### config.mk
export PLATFORM = sky130hd
export DESIGN_NAME = hgms_fifo
export DESIGN_NICKNAME = d
export VERILOG_FILES = /design/src/sv/hgms_fifo.sv
export SDC_FILE = /design/constraint.sdc
export NUM_CORES = 1
export LEC_CHECK = 0
export ABC_AREA = 1
export BUFFER_PORTS_ARGS = -buffer_cell sky130_fd_sc_hd__buf_2
export CAP_MARGIN = 0
export CORE_MARGIN = 2
export CORE_UTILIZATION = 35
export CTS_CLUSTER_DIAMETER = 40
export DETAILED_ROUTE_END_ITERATION = 10
export GPL_TIMING_DRIVEN = 0
export PLACE_DENSITY = 0.56
export SYNTH_ARGS = -nofsm -noshare
export SYNTH_HDL_FRONTEND = slang
export SYNTH_SLANG_ARGS = --single-unit
### constraint.sdc
create_clock -name i_clk -period 2.65 [get_ports i_clk]
set_input_delay 0.265 -clock i_clk [delete_from_list [all_inputs] [get_ports i_clk]]
set_output_delay 0.265 -clock i_clk [all_outputs]
set_load 0.005 [all_outputs]
### src/sv/hgms_fifo.sv
`timescale 1ns / 1ps
// ----------------------------------------------------------------------------
// hgms_fifo
// Two-entry job queue between the front end and the back end.
// ----------------------------------------------------------------------------
module hgms_fifo #(
    parameter int W = 8
) (
    input  logic         i_clk,
    input  logic         i_rst_n,
    input  logic         i_push,
    input  logic [W-1:0] i_data,
    input  logic         i_pop,
    output logic [W-1:0] o_data,
    output logic         o_full,
    output logic         o_empty
);

    logic [W-1:0] r_mem [2];
    logic         r_wp;
    logic         r_rp;
    logic [1:0]   r_cnt;

    always_ff @(posedge i_clk) begin
        if (!i_rst_n) begin
            r_wp  <= 1'b0;
            r_rp  <= 1'b0;
            r_cnt <= 2'd0;
        end else begin
            if (i_push) r_wp <= ~r_wp;
            if (i_pop)  r_rp <= ~r_rp;
            r_cnt <= r_cnt + 2'(i_push) - 2'(i_pop);
        end
    end

    always_ff @(posedge i_clk) begin
        if (i_push) r_mem[r_wp] <= i_data;
    end

    assign o_data  = r_mem[r_rp];
    assign o_full  = r_cnt == 2'd2;
    assign o_empty = r_cnt == 2'd0;

endmodule

==> run summary <==
PLACED DESIGN
---------------------------------------------------------------------------------
Count of buffers inserted at the top-level ports                               21
Placed Area                                                               977 um2
Worst-case setup slack after placement                                    1.30 ns
Routability congestion estimate from global placement                       0.646
Detailed placement HPWL                                                    851 um

RUN
---------------------------------------------------------------------------------
Maximum capacitance violations                                                  0

TIMING
---------------------------------------------------------------------------------
Final hold vios                                                                 0
Final TNS setup                                                              0 ns
Pin slew with the least headroom to its limit                            0.666 ns
Final Max Slew Viols                                                            0
Tmin final                                                                1.49 ns
Minimum setup slack in the final design                                   1.16 ns
Worst Clk Skew                                                        0.000714 ns
Share of the clock period used by the worst path after layout               56.4%
Achievable clock frequency                                                669 MHz
Remaining max-slew budget at the tightest pin                               55.4%
Final Hold Slack                                                         0.155 ns
Unrepaired setup endpoints after global routing                             false
Number of endpoints failing setup at the final stage                            0

CLOCK TREE
---------------------------------------------------------------------------------
TritonCTS clock tree                                                         done
Clock latency at the later pin of the worst-skew pair                     0.29 ns
CTS Buf Count                                                                   3
Clock transition at the registers of the reported paths                   0.10 ns
Setup bufs post-CTS                                                             0
Worst-case clock buffer depth                                                   2
Sinks on the clock net                                                         21
Gates resized, CTS repair                                                       0
Hold_buf cts                                                                    0
Clock root buffer                                                        clkbuf_4
H-tree levels                                                                   1

FLOORPLANNING
---------------------------------------------------------------------------------
Initial cell density of the core                                            37.5%
Floorplan die area                                                       2800 um2
Vert. Die Dim                                                             52.9 um
Floorplan core area                                                      2230 um2
Number of rows in the core area                                                17
I/O pin count                                                                  22
X dimension of the die                                                    52.9 um

FINAL LAYOUT
---------------------------------------------------------------------------------
Design area                                                              1000 um2
Area overhead of the layout relative to synthesis                           19.9%
Share of layout cells above drive strength 1                                39.8%
Total number of nets in the final design                                       98
Final core occ                                                              44.9%
Total of fill cells in the finished design                                    221
Number of antenna cells inserted                                                0

GRT
---------------------------------------------------------------------------------
Total global routing overflow                                                   0
Global-route wire length before repair                                    1960 um
Initial antenna violation count                                                 0
Largest net degree at the start of global routing                              12
GRT Util Overall                                                            10.1%
Vias in the first global route                                                503

WORST HOLD PATH
---------------------------------------------------------------------------------
Path category of the worst min-delay check                           input port to flip-flop

SYNTH
---------------------------------------------------------------------------------
Unique masters post-synth                                                      10
Gate count of the mapped netlist                                               58
Share of the yosys chip area belonging to registers                         69.4%
Total of warnings raised by yosys                                               0
Post-synthesis net count                                                       72
Flops & latches, synth                                                         21
Combined area of all synthesized cells                                    837 um2
Post-Syn Area per Cell                                                   14.4 um2

POWER
---------------------------------------------------------------------------------
Internal power of the cells                                            0.000483 W
Static leakage                                                           0.451 nW
Switching portion of total power                                            21.6%
Combinational group share of total power                                    14.4%
IR Drop Worst-Case VDD                                                     289 uV
PwrDens                                                                614 nW/um2
Sequential group share of total power                                       62.4%
Switching power                                                        0.000133 W
Part of the power in the clock network                                      23.2%

WORST SETUP PATH
---------------------------------------------------------------------------------
Kind of start point of the critical path                                flip-flop
CP Data Required Time                                                     2.38 ns
Critical path class                                                  flip-flop to output port
Critical path peak fanout                                                       8
Endpoint kind of the worst setup timing path                          output port
Critical path arrival                                                     1.23 ns

DETAILED ROUTING
---------------------------------------------------------------------------------
Number of vias after detailed routing                                         487
DRT iter0 DRCs                                                                  3
Number of optimization iterations in the first detailed-route pass              2
Post-DR wirelength/cell                                                   10.2 um
Vias per std cell                                                            4.39
Remaining routing DRC violations                                                0
Number of routed nets with antenna violations                                   0
Total length of routed wires                                              1130 um

STATUS
---------------------------------------------------------------------------------
Status                                                               finished clean

placed cells by master, fill, tap and decap left out, drive strengths merged:
cell     n
clkbuf   4
nand2    8
mux2     8
nand3    1
edfxtp  16
inv      7
a21oi    1
ha       2
nor2     9
buf     22
dfxtp    5
critical path, cell delays in order (launching register included):
cell and delay [ns]:
dfxtp_1 0.35, buf_6 0.16, mux2_4 0.30, buf_2 0.13
metal layers:
metal / vias to the layer above / track usage (%) / share of wire, %
met1: 221 / 10.3 / 42
met4: 0 / 7.69 / 2.0
li1: 245 / - / -
met5: - / 0 / 0
met2: 17 / 16.7 / 47
met3: 4 / 3.39 / 8.5
state kept, by name (all words and copies together) (netlist names), named ones only:
register and flops:
r_mem 16, r_cnt 2, r_rp 1, r_wp 1
power groups by stage:
stage                     combinational (W)  sequential (W)  clock (W)
after global placement            0.0000893        0.000392          0
after floorplan                   0.0000571        0.000391          0
after detailed placement          0.0000909        0.000393          0
after CTS                         0.0000911        0.000385   0.000151
final                             0.0000887        0.000385   0.000143
after global routing               0.000105        0.000387   0.000167
kinds of logic (layout without fill, tap and decap cells):
family          after synthesis  in the layout  share of synthesized area (%)
compound gates                1              1                          0.597
fa+ha+maj                     2              2                           2.99
buf+inv                       8             33                           4.48
flops                        21             21                           69.4
mux                           8              8                           14.4
simple gates                 18             18                           8.22
stage by stage:
stage | total power [W] | std cells
final | 0.000616 | 111
after detailed placement | 0.000483 | 107
after floorplan | 0.000448 | 58
after global routing | 0.000659 | 111
after global placement | 0.000481 | 107
after CTS | 0.000627 | 111
worst paths after layout:
| check | from | endpoint | slack [ns] | depth (start not counted) |
|---|---|---|---|---|
| max | flip-flop | o_data[2] | 1.16 | 3 |
| min | i_data[1] | r_mem[1][1] | 0.16 | 1 |
| max reg2reg | r_cnt[0] | r_cnt[1] | 1.38 | 8 |
| min reg2reg | r_rp | flip-flop | 0.51 | 2 |
synthesized netlist by cell type:
cell type / instances / area [um2]
nand3_1: 1 / 5.00
buf_6: 1 / 11.3
edfxtp_1: 16 / 480
nand2_1: 8 / 30.0
a21oi_1: 1 / 5.00
nor2_1: 9 / 33.8
ha_1: 2 / 25.0
inv_1: 7 / 26.3
dfxtp_1: 5 / 100
mux2_4: 8 / 120
cell type report:
| cell class | instances | area (um2) | area share (%) |
|---|---|---|---|
| plain buffers | 1 | 11.3 | 1.12 |
| clock buffers | 4 | 26.3 | 2.62 |
| inverters | 7 | 26.3 | 2.62 |
| multi-input cells | 29 | 219 | 21.8 |
| flip-flops and latches | 21 | 581 | 57.9 |
| well taps | 28 | 35.0 | 3.49 |
| repair buffers | 21 | 105 | 10.5 |
(Power assumes the default switching activity.)
